`config.mk`:
```
export PLATFORM = sky130hd
export DESIGN_NAME = bubble_sort_descending_flat
export DESIGN_NICKNAME = d
export VERILOG_FILES = /design/src/rtl/bsd_pkg.sv /design/src/rtl/bsd_if.sv /design/src/rtl/bsd_front.sv /design/src/rtl/bsd_fifo.sv /design/src/rtl/bsd_back.sv /design/src/rtl/bubble_sort_descending.sv /design/src/flat_wrapper.sv
export VERILOG_INCLUDE_DIRS = /design/src /design/src/rtl
export SDC_FILE = /design/constraint.sdc
export NUM_CORES = 2
export LEC_CHECK = 0
export ABC_CLOCK_PERIOD_IN_PS = 5000
export BUFFER_PORTS_ARGS = -buffer_cell sky130_fd_sc_hd__buf_2
export CAP_MARGIN = 10
export CELL_PAD_IN_SITES_DETAIL_PLACEMENT = 0
export CELL_PAD_IN_SITES_GLOBAL_PLACEMENT = 1
export CORE_ASPECT_RATIO = 1.25
export CORE_MARGIN = 2
export CORE_UTILIZATION = 40
export CTS_CLUSTER_SIZE = 30
export DETAILED_ROUTE_END_ITERATION = 6
export HOLD_SLACK_MARGIN = 0.03
export PLACE_DENSITY_LB_ADDON = 0.1
export SYNTH_ARGS = -nofsm -noshare
export SYNTH_HDL_FRONTEND = slang
export SYNTH_SLANG_ARGS = --single-unit
```
`constraint.sdc`:
```
create_clock -name clk_i -period 5 [get_ports clk_i]
set_clock_uncertainty 0.15 [all_clocks]
set_input_delay 0.75 -clock clk_i [delete_from_list [all_inputs] [get_ports clk_i]]
set_output_delay 0.75 -clock clk_i [all_outputs]
set_load 0.005 [all_outputs]
```
`src/rtl/bubble_sort_descending_defines.svh`:
```
// Assertion macros for the descending bubble sort RTL.
// Included by bsd_back, which carries concurrent checks; needs no package.
`ifndef BUBBLE_SORT_DESCENDING_DEFINES_SVH
`define BUBBLE_SORT_DESCENDING_DEFINES_SVH

// Check that cons holds in the same cycle as ante.
`define BSD_ASSERT_IMPLY(lbl, clk, rstn, ante, cons) \
  lbl: assert property (@(posedge clk) disable iff (!(rstn)) (ante) |-> (cons)) \
    else $error("bubble sort check failed");

// Check that cons holds in the cycle after ante.
`define BSD_ASSERT_NEXT(lbl, clk, rstn, ante, cons) \
  lbl: assert property (@(posedge clk) disable iff (!(rstn)) (ante) |=> (cons)) \
    else $error("bubble sort check failed");

`endif

```
`src/rtl/bsd_pkg.sv`:
```
// Shared types and constants of the descending bubble sort.
// No dependencies; used by the interfaces and every module.
package bsd_pkg;

  localparam int DataW      = 32;
  localparam int QueueDepth = 4;
  localparam int QPtrW      = $clog2(QueueDepth);
  localparam int QCntW      = $clog2(QueueDepth + 1);

  // One classified item as it travels from the front to the sorter
  typedef struct packed {
    logic signed [DataW-1:0] value;
    logic                    last_item;
    logic                    keep;
  } bsd_entry_t;

  // Sorter sequence
  typedef enum logic [2:0] {
    S_LOAD,
    S_PASS_FIRST,
    S_PASS_RUN,
    S_PASS_END,
    S_EMIT
  } bsd_state_e;

endpackage

```
`src/rtl/bsd_if.sv`:
```
// Valid/ready channel interfaces for the input values and the sorted results.
// Depends on bsd_pkg for the data width.
interface bsd_in_if import bsd_pkg::*; ();
  logic                    valid;
  logic                    ready;
  logic signed [DataW-1:0] value;
  logic                    last_item;

  modport source (output valid, output value, output last_item, input ready);
  modport sink   (input valid, input value, input last_item, output ready);
endinterface

interface bsd_out_if import bsd_pkg::*; ();
  logic                    valid;
  logic                    ready;
  logic signed [DataW-1:0] sorted_value;
  logic                    last_result;
  logic                    overflow;

  modport source (output valid, output sorted_value, output last_result,
                  output overflow, input ready);
  modport sink   (input valid, input sorted_value, input last_result,
                  input overflow, output ready);
endinterface

```
`src/rtl/bsd_front.sv`:
```
// Input front end: accepts values and marks each as kept or dropped.
// Depends on bsd_pkg and bsd_in_if.
module bsd_front import bsd_pkg::*; #(
  parameter int MAX_ITEMS = 64
) (
  input  logic         clk_i,
  input  logic         rst_ni,
  bsd_in_if.sink       in_i,
  output logic         push_valid_o,
  input  logic         push_ready_i,
  output bsd_entry_t   push_data_o
);

  localparam int CntW = $clog2(MAX_ITEMS + 1);

  logic [CntW-1:0] cnt_q, cnt_d;
  logic            keep;
  logic            fire;

  // Pass the channel straight into the queue
  assign in_i.ready   = push_ready_i;
  assign push_valid_o = in_i.valid;
  assign fire         = in_i.valid && push_ready_i;

  // Keep a value only while the set still fits in the store
  assign keep = (cnt_q < CntW'(MAX_ITEMS));

  assign push_data_o.value     = in_i.value;
  assign push_data_o.last_item = in_i.last_item;
  assign push_data_o.keep      = keep;

  // Count kept values of the current set; restart on the closing value
  always_comb begin
    cnt_d = cnt_q;
    if (fire) begin
      if (in_i.last_item) begin
        cnt_d = '0;
      end else if (keep) begin
        cnt_d = cnt_q + CntW'(1);
      end
    end
  end

  always_ff @(posedge clk_i or negedge rst_ni) begin
    if (!rst_ni) begin
      cnt_q <= '0;
    end else begin
      cnt_q <= cnt_d;
    end
  end

endmodule

```
`src/rtl/bsd_fifo.sv`:
```
// Short queue between the front end and the sorter.
// Depends on bsd_pkg for the entry type and depth.
module bsd_fifo import bsd_pkg::*; (
  input  logic       clk_i,
  input  logic       rst_ni,
  input  logic       push_valid_i,
  output logic       push_ready_o,
  input  bsd_entry_t push_data_i,
  output logic       pop_valid_o,
  input  logic       pop_ready_i,
  output bsd_entry_t pop_data_o
);

  bsd_entry_t       slot_q [QueueDepth];
  logic [QPtrW-1:0] wr_ptr_q, rd_ptr_q;
  logic [QCntW-1:0] count_q;
  logic             push_fire, pop_fire;

  assign push_ready_o = (count_q != QCntW'(QueueDepth));
  assign pop_valid_o  = (count_q != '0);
  assign pop_data_o   = slot_q[rd_ptr_q];
  assign push_fire    = push_valid_i && push_ready_o;
  assign pop_fire     = pop_valid_o && pop_ready_i;

  // Store entries
  always_ff @(posedge clk_i) begin
    if (push_fire) begin
      slot_q[wr_ptr_q] <= push_data_i;
    end
  end

  // Advance pointers and occupancy
  always_ff @(posedge clk_i or negedge rst_ni) begin
    if (!rst_ni) begin
      wr_ptr_q <= '0;
      rd_ptr_q <= '0;
      count_q  <= '0;
    end else begin
      if (push_fire) begin
        wr_ptr_q <= wr_ptr_q + QPtrW'(1);
      end
      if (pop_fire) begin
        rd_ptr_q <= rd_ptr_q + QPtrW'(1);
      end
      if (push_fire && !pop_fire) begin
        count_q <= count_q + QCntW'(1);
      end else if (pop_fire && !push_fire) begin
        count_q <= count_q - QCntW'(1);
      end
    end
  end

endmodule

```
`src/rtl/bsd_back.sv`:
```
// Sorter back end: loads the set into a memory, bubble-sorts it with one
// compare per cycle within a pass and streams it out. Depends on bsd_pkg,
// bsd_out_if and the assertion macros.
`include "bubble_sort_descending_defines.svh"

module bsd_back import bsd_pkg::*; #(
  parameter int MAX_ITEMS = 64
) (
  input  logic       clk_i,
  input  logic       rst_ni,
  input  logic       pop_valid_i,
  output logic       pop_ready_o,
  input  bsd_entry_t pop_data_i,
  bsd_out_if.source  out_o
);

  localparam int AddrW = (MAX_ITEMS > 1) ? $clog2(MAX_ITEMS) : 1;
  localparam int CntW  = $clog2(MAX_ITEMS + 1);

  bsd_state_e              state_q, state_d;
  logic [CntW-1:0]         held_q, held_d, held_after, held_last;
  logic                    dropped_q, dropped_d;
  logic [AddrW-1:0]        bound_q, bound_d;
  logic [AddrW-1:0]        idx_q, idx_d, idx_next;
  logic                    clean_q, clean_d;
  logic signed [DataW-1:0] carry_q, carry_d;

  logic signed [DataW-1:0] store_q [MAX_ITEMS];
  logic signed [DataW-1:0] rd_data_q;
  logic                    rd_en, we;
  logic [AddrW-1:0]        rd_addr, wr_addr;
  logic signed [DataW-1:0] wr_data;

  logic                    out_valid_q, out_valid_d;
  logic signed [DataW-1:0] out_value_q;
  logic                    out_last_q, out_ovf_q;
  logic                    out_free, out_load, emit_last;

  assign out_o.valid        = out_valid_q;
  assign out_o.sorted_value = out_value_q;
  assign out_o.last_result  = out_last_q;
  assign out_o.overflow     = out_ovf_q;

  assign out_free   = !out_valid_q || out_o.ready;
  assign held_last  = held_q - CntW'(1);
  assign emit_last  = (CntW'(idx_q) == held_last);
  assign idx_next   = idx_q + AddrW'(1);
  assign held_after = (pop_data_i.keep) ? held_q + CntW'(1) : held_q;

  // Sequence load, passes and emission
  always_comb begin
    state_d     = state_q;
    held_d      = held_q;
    dropped_d   = dropped_q;
    bound_d     = bound_q;
    idx_d       = idx_q;
    clean_d     = clean_q;
    carry_d     = carry_q;
    rd_en       = 1'b0;
    rd_addr     = '0;
    we          = 1'b0;
    wr_addr     = '0;
    wr_data     = carry_q;
    pop_ready_o = 1'b0;
    out_load    = 1'b0;
    out_valid_d = out_valid_q && !out_o.ready;

    unique case (state_q)
      S_LOAD: begin
        pop_ready_o = 1'b1;
        if (pop_valid_i) begin
          if (pop_data_i.keep) begin
            we      = 1'b1;
            wr_addr = AddrW'(held_q);
            wr_data = pop_data_i.value;
            held_d  = held_after;
          end else begin
            dropped_d = 1'b1;
          end
          // Closing value: fetch the head entry and start sorting or emitting
          if (pop_data_i.last_item) begin
            rd_en   = 1'b1;
            rd_addr = '0;
            idx_d   = '0;
            if (held_after >= CntW'(2)) begin
              bound_d = AddrW'(held_after - CntW'(1));
              state_d = S_PASS_FIRST;
            end else begin
              state_d = S_EMIT;
            end
          end
        end
      end

      S_PASS_FIRST: begin
        carry_d = rd_data_q;
        clean_d = 1'b1;
        idx_d   = '0;
        rd_en   = 1'b1;
        rd_addr = AddrW'(1);
        state_d = S_PASS_RUN;
      end

      S_PASS_RUN: begin
        // Carry the smaller value forward; settle the larger into place
        we      = 1'b1;
        wr_addr = idx_q;
        if (carry_q < rd_data_q) begin
          wr_data = rd_data_q;
          clean_d = 1'b0;
        end else begin
          wr_data = carry_q;
          carry_d = rd_data_q;
        end
        if (idx_next == bound_q) begin
          state_d = S_PASS_END;
        end else begin
          rd_en   = 1'b1;
          rd_addr = idx_q + AddrW'(2);
          idx_d   = idx_next;
        end
      end

      S_PASS_END: begin
        // Park the carried value at the pass end and restart from the head
        we      = 1'b1;
        wr_addr = bound_q;
        wr_data = carry_q;
        rd_en   = 1'b1;
        rd_addr = '0;
        idx_d   = '0;
        if (clean_q || bound_q == AddrW'(1)) begin
          state_d = S_EMIT;
        end else begin
          bound_d = bound_q - AddrW'(1);
          state_d = S_PASS_FIRST;
        end
      end

      S_EMIT: begin
        if (out_free) begin
          out_load    = 1'b1;
          out_valid_d = 1'b1;
          if (emit_last) begin
            held_d    = '0;
            dropped_d = 1'b0;
            state_d   = S_LOAD;
          end else begin
            rd_en   = 1'b1;
            rd_addr = idx_next;
            idx_d   = idx_next;
          end
        end
      end

      default: begin
        state_d = S_LOAD;
      end
    endcase
  end

  // Value store with registered read; forward a same-address write
  always_ff @(posedge clk_i) begin
    if (we) begin
      store_q[wr_addr] <= wr_data;
    end
    if (rd_en) begin
      rd_data_q <= (we && wr_addr == rd_addr) ? wr_data : store_q[rd_addr];
    end
  end

  // Payload registers
  always_ff @(posedge clk_i) begin
    carry_q <= carry_d;
    if (out_load) begin
      out_value_q <= rd_data_q;
      out_last_q  <= emit_last;
      out_ovf_q   <= dropped_q;
    end
  end

  // Control registers
  always_ff @(posedge clk_i or negedge rst_ni) begin
    if (!rst_ni) begin
      state_q     <= S_LOAD;
      held_q      <= '0;
      dropped_q   <= 1'b0;
      bound_q     <= '0;
      idx_q       <= '0;
      clean_q     <= 1'b0;
      out_valid_q <= 1'b0;
    end else begin
      state_q     <= state_d;
      held_q      <= held_d;
      dropped_q   <= dropped_d;
      bound_q     <= bound_d;
      idx_q       <= idx_d;
      clean_q     <= clean_d;
      out_valid_q <= out_valid_d;
    end
  end

  // Sort writes stay inside the current set
  `BSD_ASSERT_IMPLY(a_write_in_set, clk_i, rst_ni, we && state_q != S_LOAD, CntW'(wr_addr) < held_q)
  // The pair under compare lies inside the pass
  `BSD_ASSERT_IMPLY(a_pair_in_pass, clk_i, rst_ni, state_q == S_PASS_RUN, idx_q < bound_q)
  // Emitting the final result empties the set
  `BSD_ASSERT_NEXT(a_last_clears, clk_i, rst_ni, out_load && emit_last, state_q == S_LOAD && held_q == '0 && !dropped_q)
  // The held count never passes the store depth
  `BSD_ASSERT_IMPLY(a_held_cap, clk_i, rst_ni, state_q != S_LOAD, held_q <= CntW'(MAX_ITEMS) && held_q != '0)

endmodule

```
`src/rtl/bubble_sort_descending.sv`:
```
// Channel    | Dir | Fields                                   | Moves
// in_i       | in  | value[31:0] signed, last_item            | one value per transfer
// out_o      | out | sorted_value[31:0] signed, last_result,  | one result per transfer
//            |     | overflow                                 |
// Loading: values pass through a four-entry queue and are taken back to back while the sorter loads.
// Sort: at most N-1 passes for a set of N values, on the one-read one-write value store.
// Output: one result per cycle while out_o is ready; the output register
// lets the next set load while the last result waits.
// Reset: asynchronous, active low; the store needs no clearing.
//
// Top level of the descending bubble sort. Depends on bsd_pkg, the channel
// interfaces, bsd_front, bsd_fifo and bsd_back.
module bubble_sort_descending import bsd_pkg::*; #(
  parameter int MAX_ITEMS = 64
) (
  input  logic      clk_i,
  input  logic      rst_ni,
  bsd_in_if.sink    in_i,
  bsd_out_if.source out_o
);

  logic       push_valid, push_ready;
  bsd_entry_t push_data;
  logic       pop_valid, pop_ready;
  bsd_entry_t pop_data;

  // Classify incoming values
  bsd_front #(
    .MAX_ITEMS (MAX_ITEMS)
  ) u_front (
    .clk_i        (clk_i),
    .rst_ni       (rst_ni),
    .in_i         (in_i),
    .push_valid_o (push_valid),
    .push_ready_i (push_ready),
    .push_data_o  (push_data)
  );

  // Decouple front and sorter
  bsd_fifo u_fifo (
    .clk_i        (clk_i),
    .rst_ni       (rst_ni),
    .push_valid_i (push_valid),
    .push_ready_o (push_ready),
    .push_data_i  (push_data),
    .pop_valid_o  (pop_valid),
    .pop_ready_i  (pop_ready),
    .pop_data_o   (pop_data)
  );

  // Store, sort and emit
  bsd_back #(
    .MAX_ITEMS (MAX_ITEMS)
  ) u_back (
    .clk_i       (clk_i),
    .rst_ni      (rst_ni),
    .pop_valid_i (pop_valid),
    .pop_ready_o (pop_ready),
    .pop_data_i  (pop_data),
    .out_o       (out_o)
  );

endmodule

```
`src/flat_wrapper.sv`:
```
// flat-port wrapper written by rule: the top's interface ports become plain ports
module bubble_sort_descending_flat import bsd_pkg::*;
#(
  parameter int MAX_ITEMS = 64
)
  (clk_i, rst_ni, in_i_valid, in_i_value, in_i_last_item, in_i_ready, out_o_valid, out_o_sorted_value, out_o_last_result, out_o_overflow, out_o_ready);
  bsd_in_if in_i_i ();
  bsd_out_if out_o_i ();
  input  logic clk_i;
  input  logic rst_ni;
  input wire logic [$bits(in_i_i.valid)-1:0] in_i_valid;
  input wire logic [$bits(in_i_i.value)-1:0] in_i_value;
  input wire logic [$bits(in_i_i.last_item)-1:0] in_i_last_item;
  output wire logic [$bits(in_i_i.ready)-1:0] in_i_ready;
  output wire logic [$bits(out_o_i.valid)-1:0] out_o_valid;
  output wire logic [$bits(out_o_i.sorted_value)-1:0] out_o_sorted_value;
  output wire logic [$bits(out_o_i.last_result)-1:0] out_o_last_result;
  output wire logic [$bits(out_o_i.overflow)-1:0] out_o_overflow;
  input wire logic [$bits(out_o_i.ready)-1:0] out_o_ready;
  assign in_i_i.valid = in_i_valid;
  assign in_i_i.value = in_i_value;
  assign in_i_i.last_item = in_i_last_item;
  assign in_i_ready = in_i_i.ready;
  assign out_o_valid = out_o_i.valid;
  assign out_o_sorted_value = out_o_i.sorted_value;
  assign out_o_last_result = out_o_i.last_result;
  assign out_o_overflow = out_o_i.overflow;
  assign out_o_i.ready = out_o_ready;
  bubble_sort_descending #(.MAX_ITEMS(MAX_ITEMS)) u_core (.clk_i(clk_i), .rst_ni(rst_ni), .in_i(in_i_i), .out_o(out_o_i));
endmodule
```
Word level (Yosys, flattened, before mapping)
Memories as Yosys holds them, arrays and structs flattened. A register that Yosys moved wholly into a read port is not among the register bits.
Index checks and enable logic that the tools add are counted.

word-level totals
  register bits = 105
  bits in writable memories = 2184
  input port bits = 37
  output and inout bits = 36
  memories = 2

operators by class
  add/sub/neg operators = 11
  order comparisons = 3
  equality and inequality tests = 21
  multiplexer cells = 67
  reduce and logical (&&, ||, !) cells = 29

memory list
  memory                 words  width  rd ports  clocked after memory_dff  write ports  RTL line        text
  u_core.u_back.store_q  64     32     1         1                         1            bsd_back.sv:28  logic signed [DataW-1:0] store_q [MAX_ITEMS];
  u_core.u_fifo.slot_q   4      34     1         0                         1            bsd_fifo.sv:14  bsd_entry_t slot_q [QueueDepth];

operators with widths
  kind                   number
  $mux W32               4
  $pmux W32 S2           2
  $mux W6                14
  $mux W7                7
  $pmux W6 S3            2
  $lt A32 B32 Y1         1
  $mux W3                9
  $pmux W6 S4            1
  $ne A2 B2 Y1 const B   11
  $mux W1                21
  $reduce_and A5 Y1      4
  $pmux W3 S5            1
  $add A7 B1 Y7 const B  2
  $pmux W7 S2            1
  $pmux W6 S2            1
  $sub A6 B1 Y6 const B  2
  $reduce_bool A2 Y1     5
  $eq A6 B7 Y1           1
  $ge A7 B2 Y1 const B   1
  $lt A7 B7 Y1 const B   1
  $sub A7 B1 Y7 const B  1
  $add A6 B1 Y6 const B  1
  $add A6 B2 Y6 const B  1
  $eq A3 B2 Y1 const B   2
  20 further kinds       35

Depth between registers and ports, before layout
  depth after elaboration = 7
  mapped depth = 19
  depth with buffers taken out = 12

Hierarchy
Synthesis repeated with hierarchy kept, for this count alone.

unflattened totals
  cell total of the unflattened synthesis = 6511
  area total of the unflattened synthesis = 91836.8 sq um

modules (own cells, without submodules)
  module     times used  cells each  area each (sq um)
  bsd_back   1           6221        85812.3
  bsd_fifo   1           213         5370.2
  bsd_front  1           77          654.4

Worst setup path after synthesis
No wires, ideal clock.

  kind = reg2reg
  start = register u_core.u_back.rd_data_q[5], read port of u_core.u_back.store_q
  end = memory u_core.u_back.store_q[0][29], data pin
  arrival = 4.128 ns
  setup slack = 0.205 ns
  cell stages (with the launch flop) = 15
  buffers on the path = 2
  period minus slack after synthesis = 4.795 ns
  path through = edfxtp_1 inv_1 ha_1 a21o_1 a21oi_1 nor2b_1 a2111oi_0 o21ai_0 nand2_1 a31o_2 clkbuf_1 nand2_1 buf_1 mux2i_1 nor2b_1

on the way
  cells in the longest elaborated chain, start to end = 3

ends and longest elaborated chain
  what                           RTL line         text
  from (decl)                    bsd_back.sv:29   logic signed [DataW-1:0] rd_data_q;
  $lt A32 B32 Y1                 bsd_back.sv:108  if (carry_q < rd_data_q) begin
  $mux W32                       bsd_back.sv:108
  $pmux W32 S2                   bsd_back.sv:68   unique case (state_q)
  via u_core.u_back.wr_data[29]  bsd_back.sv:32   logic signed [DataW-1:0] wr_data;
  to (decl)                      bsd_back.sv:28

The timed path passes the listed nets, and every way through them passes these cells.

Worst setup path in the final report
  start = register u_core.u_back.idx_q[0]
  end = register u_core.u_back.rd_data_q[1], read port of u_core.u_back.store_q, data pin

on the way
  cells in the longest elaborated chain, start to end = 4
  elaborated cells on any way between the ends = 12
  those cells by class = add/sub: 2; eq/ne: 2; mux: 8

ends and longest elaborated chain
  what                                           RTL line                        text
  from (decl)                                    bsd_back.sv:24                  logic [AddrW-1:0] idx_q, idx_d, idx_next;
  from (signal assigned)                         bsd_back.sv:197                 idx_q <= idx_d;
  $add A6 B1 Y6 or $eq A6 B7 Y1 (tied branches)  bsd_back.sv:47, bsd_back.sv:46
  $eq A6 B6 Y1, or another cell as far along     bsd_back.sv:115                 if (idx_next == bound_q) begin
  $mux W1, or another cell as far along          bsd_back.sv:115
  $pmux W1 S4 or $pmux W6 S3 (tied branches)     bsd_back.sv:68

Several ways; a longest one is shown, not always the timed one.
A chain may end at the register's enable or synchronous reset.

==> reports/qor.yml <==
track_usage: 0.235
finalHoldViolCount: 0
drtIter0Drc: 5071
ant_nets: 0
rsz0062_at_grt: "no"
fin_total_pwr_uw: 54600
slowest_delay_ns: 0.63
cp-start-kind: "register"
wire_per_inst_um: 28.2
min_period_ns: 4.87
worstSkewPairLatency_ns: 0.89
root_buffer: "clkbuf_16"
period_share: 0.974
route.detailed.drc: 0
max_cap_viol_count: 0
clk_path_buf_depth: 4
end_kind: "register"
cpLargestDelayFamily: "simple AND/OR/NAND/NOR gates"
status: "finished, final reports clean"
fmax_mhz: 205
dp.final_hpwl_mm: 178
timing.hold.ws_ns: 0.109
hp-class: "primary input to register"
ys_seq_area_frac: 0.746
die_y_um: 544
area_growth_pct: 16.0
power_density_nw_per_um2: 506
cts_tree: "yes"
grt_pass1_wl_mm: 408
pin_count: 73
synth_enable_flop_cells: 2282
ys.warnings.count: 0
synthFlopType: "edfxtp_1"
dp.cells: 9612
antenna_found_initial: 19
coreArea_um2: 232000
synthTopCellsByCount: "edfxtp_1, nand2_1, nand3_1"
avgSynthCellArea_um2: 14.4
crit_path_cell_trace: "ha_1, xnor2_2, xnor2_1, or4_4, a21oi_4, buf_4, nand2_4, buf_12, buf_12, buf_4, nand2_1, nand3_1, a32oi_1, nand4_1, a211o_4"
ir_drop_mv: 0.411
grt_max_degree: 95
syn-cell-area_um2: 93200
final_nets: 6874
first_pass_iters: 6
via_per_inst: 5.68
initial_core_util: 0.401
cp_slowest_cell: "or4_4"
fin_setup_tns_ns: 0
synth_top_area_frac: 0.736
die_width_um: 436
synth_top_area_cell: "edfxtp_1"
grt_pass1_vias: 56449
fin_cells: 10066
stdcell_area_um2: 108000
dieArea_um2: 237000
critical_path_required_ns: 5.42
layout-drive-gt1-share: 0.142
num_rows: 198
arrival_ns: 5.29
synthCells: 6480
cts.sinks: 2321
placed_cell_area_um2: 101000
synth-seq-cells: 2321
ys_async_sr_fraction: 0.0168
leakage_uw: 0.0361
gp_congestion: 0.835
critPathMaxFanout: 25
setup_viol_count_final: 0
port_buffers: 72
wl_mm: 284
numCtsBuffers: 235
cp_num_buf_inv: 4
syn_nets: 6564
clk_pin_slew_ns: 0.07
h-tree-depth: 4
synth.most_common_cell: "edfxtp_1"
slew-limit-headroom: 0.170
synth_area_leaders: "edfxtp_1, nand2_1, a211oi_1, nand3_1, mux2i_1"
slew_viol_final: 0
synth_cell_types: 89
num_vias: 57160
max_slew.worst_pin.slew_ns: 1.24
path_class: "register to register"
grt-ovfl-total: 0
layout by cell type, fill, tap and decap left out, types with 13 or more instances in the layout:
cell type / netlist / layout
nand4_1: 107 / 107
nand2_1: 1325 / 1324
a31oi_1: 163 / 162
mux2i_1: 162 / 162
and3_2: 0 / 21
buf_4: 34 / 296
a21oi_1: 138 / 138
clkbuf_16: 0 / 237
o21ai_0: 66 / 66
and4_1: 28 / 28
nor3_1: 35 / 33
and3_1: 216 / 195
buf_2: 150 / 72
a32oi_1: 98 / 98
ha_1: 46 / 45
xnor2_1: 25 / 25
clkinv_1: 0 / 51
clkbuf_1: 227 / 60
inv_1: 61 / 52
a211oi_1: 248 / 248
a22oi_1: 28 / 27
dlygate4sd3_1: 0 / 34
nor2_1: 157 / 88
or4_1: 24 / 23
mux4_2: 34 / 34
clkinv_2: 0 / 40
a311oi_1: 72 / 72
edfxtp_1: 2282 / 2282
o221ai_1: 23 / 23
xor2_1: 13 / 13
nand2b_1: 24 / 23
nand3_1: 353 / 353
buf_12: 0 / 122
o22ai_1: 38 / 37
a221oi_1: 23 / 23
nor2_4: 0 / 69
dfrtp_1: 39 / 37
per-layer routing:
layer / track usage / wire [um] / vias up
met4: 0.0560 / 6300 / 0
li1: - / - / 25550
met2: 0.407 / 141000 / 1548
met1: 0.316 / 122000 / 29681
met3: 0.0269 / 13600 / 381
met5: 0 / 0 / -
layout make-up:
| class | instances | area (um^2) |
|---|---|---|
| Fill cell | 20467 | 124000 |
| Clock buffer | 297 | 6160 |
| Clock inverter | 111 | 822 |
| Antenna cell | 5 | 12.5 |
| Sequential cell | 2321 | 69500 |
| Timing Repair Buffer | 525 | 5380 |
| Inverter | 62 | 233 |
| Multi-Input combinational cell | 3645 | 22100 |
| Tap cell | 3100 | 3880 |
where the power goes:
group	internal [uW]	total [uW]	switching, uW
clock network	9190	16500	7310
registers	21800	22300	481
logic	5270	15900	10600
flip-flops by register name, indices dropped and copies added (netlist names):
signal / flops
u_core.u_back.held_q: 7
u_core.u_back.clean_q: 1
u_core.u_fifo.rd_ptr_q: 2
u_core.u_back.state_q: 3
u_core.u_back.out_o.overflow: 1
u_core.u_back.out_o.valid: 1
u_core.u_back.idx_q: 6
u_core.u_fifo.wr_ptr_q: 2
u_core.u_back.carry_q: 32
u_core.u_back.bound_q: 6
u_core.u_back.rd_data_q: 32
u_core.u_front.cnt_q: 7
u_core.u_back.out_o.sorted_value: 32
u_core.u_fifo.slot_q: 136
u_core.u_back.store_q: 2048
u_core.u_back.dropped_q: 1
u_core.u_fifo.count_q: 3
u_core.u_back.out_o.last_result: 1
final timing paths:
path / startpoint / to / slack [ns] / depth (start not counted)
max: u_core.u_back.idx_q[0]$_DFFE_PN0P_ / u_core.u_back.rd_data_q[1]$_DFFE_PP_ / 0.13 / 15
max reg2reg: u_core.u_back.idx_q[0]$_DFFE_PN0P_ / u_core.u_back.rd_data_q[1]$_DFFE_PP_ / 0.13 / 15
min in group asynchronous: rst_ni / u_core.u_fifo.wr_ptr_q[1]$_DFFE_PN0P_ / 0.43 / 2
min: out_o_ready / u_core.u_back.out_o.valid$_DFF_PN0_ / 0.11 / 3
min reg2reg: u_core.u_back.dropped_q$_DFFE_PN0P_ / u_core.u_back.out_o.overflow$_DFFE_PP_ / 0.34 / 0
max in group asynchronous: rst_ni / u_core.u_back.dropped_q$_DFFE_PN0P_ / 3.59 / 2
worst reg2reg max path, stage by stage (launching register included):
cell and delay [ns]:
dfrtp_1 0.38, ha_1 0.27, xnor2_2 0.17, xnor2_1 0.14
or4_4 0.63, a21oi_4 0.33, buf_4 0.26, nand2_4 0.20
buf_12 0.24, buf_12 0.20, buf_4 0.19, nand2_1 0.08
nand3_1 0.10, a32oi_1 0.30, nand4_1 0.43, a211o_4 0.48
stage by stage:
stage / setup slack, ns / util
after floorplan: 0.205 / -
after global placement: -0.0366 / 0.433
after detailed placement: -0.0635 / 0.433
after CTS: -0.00441 / 0.465
after global routing: 0.0625 / 0.465
final: 0.128 / 0.465
kinds of logic (layout without fill, tap and decap cells):
group                      count (synthesis)  after routing  synth area share
and+or+nand+nor                         2325           2326             0.113
DFF                                     2321           2321             0.746
AOI/OAI and AO/OA                       1032           1032            0.0801
buffers and inverters                    515            995            0.0246
muxes                                    201            201            0.0262
adders and majority gates                 47             47           0.00639
xor gates and xnor gates                  39             39           0.00375
other                                      0              5                 0
repair_timing:
item / 4_1_cts / 5_1_grt
pin swaps: 3 / 4
endpoints found under the setup margin: 5 / 16
gates resized for setup: 5 / 8
setup buffers: 3 / 3
hold endpoints to repair: 170 / 0
gates cloned: 0 / 1
hold buffers: 34 / 0
(Power assumes the default switching activity.)
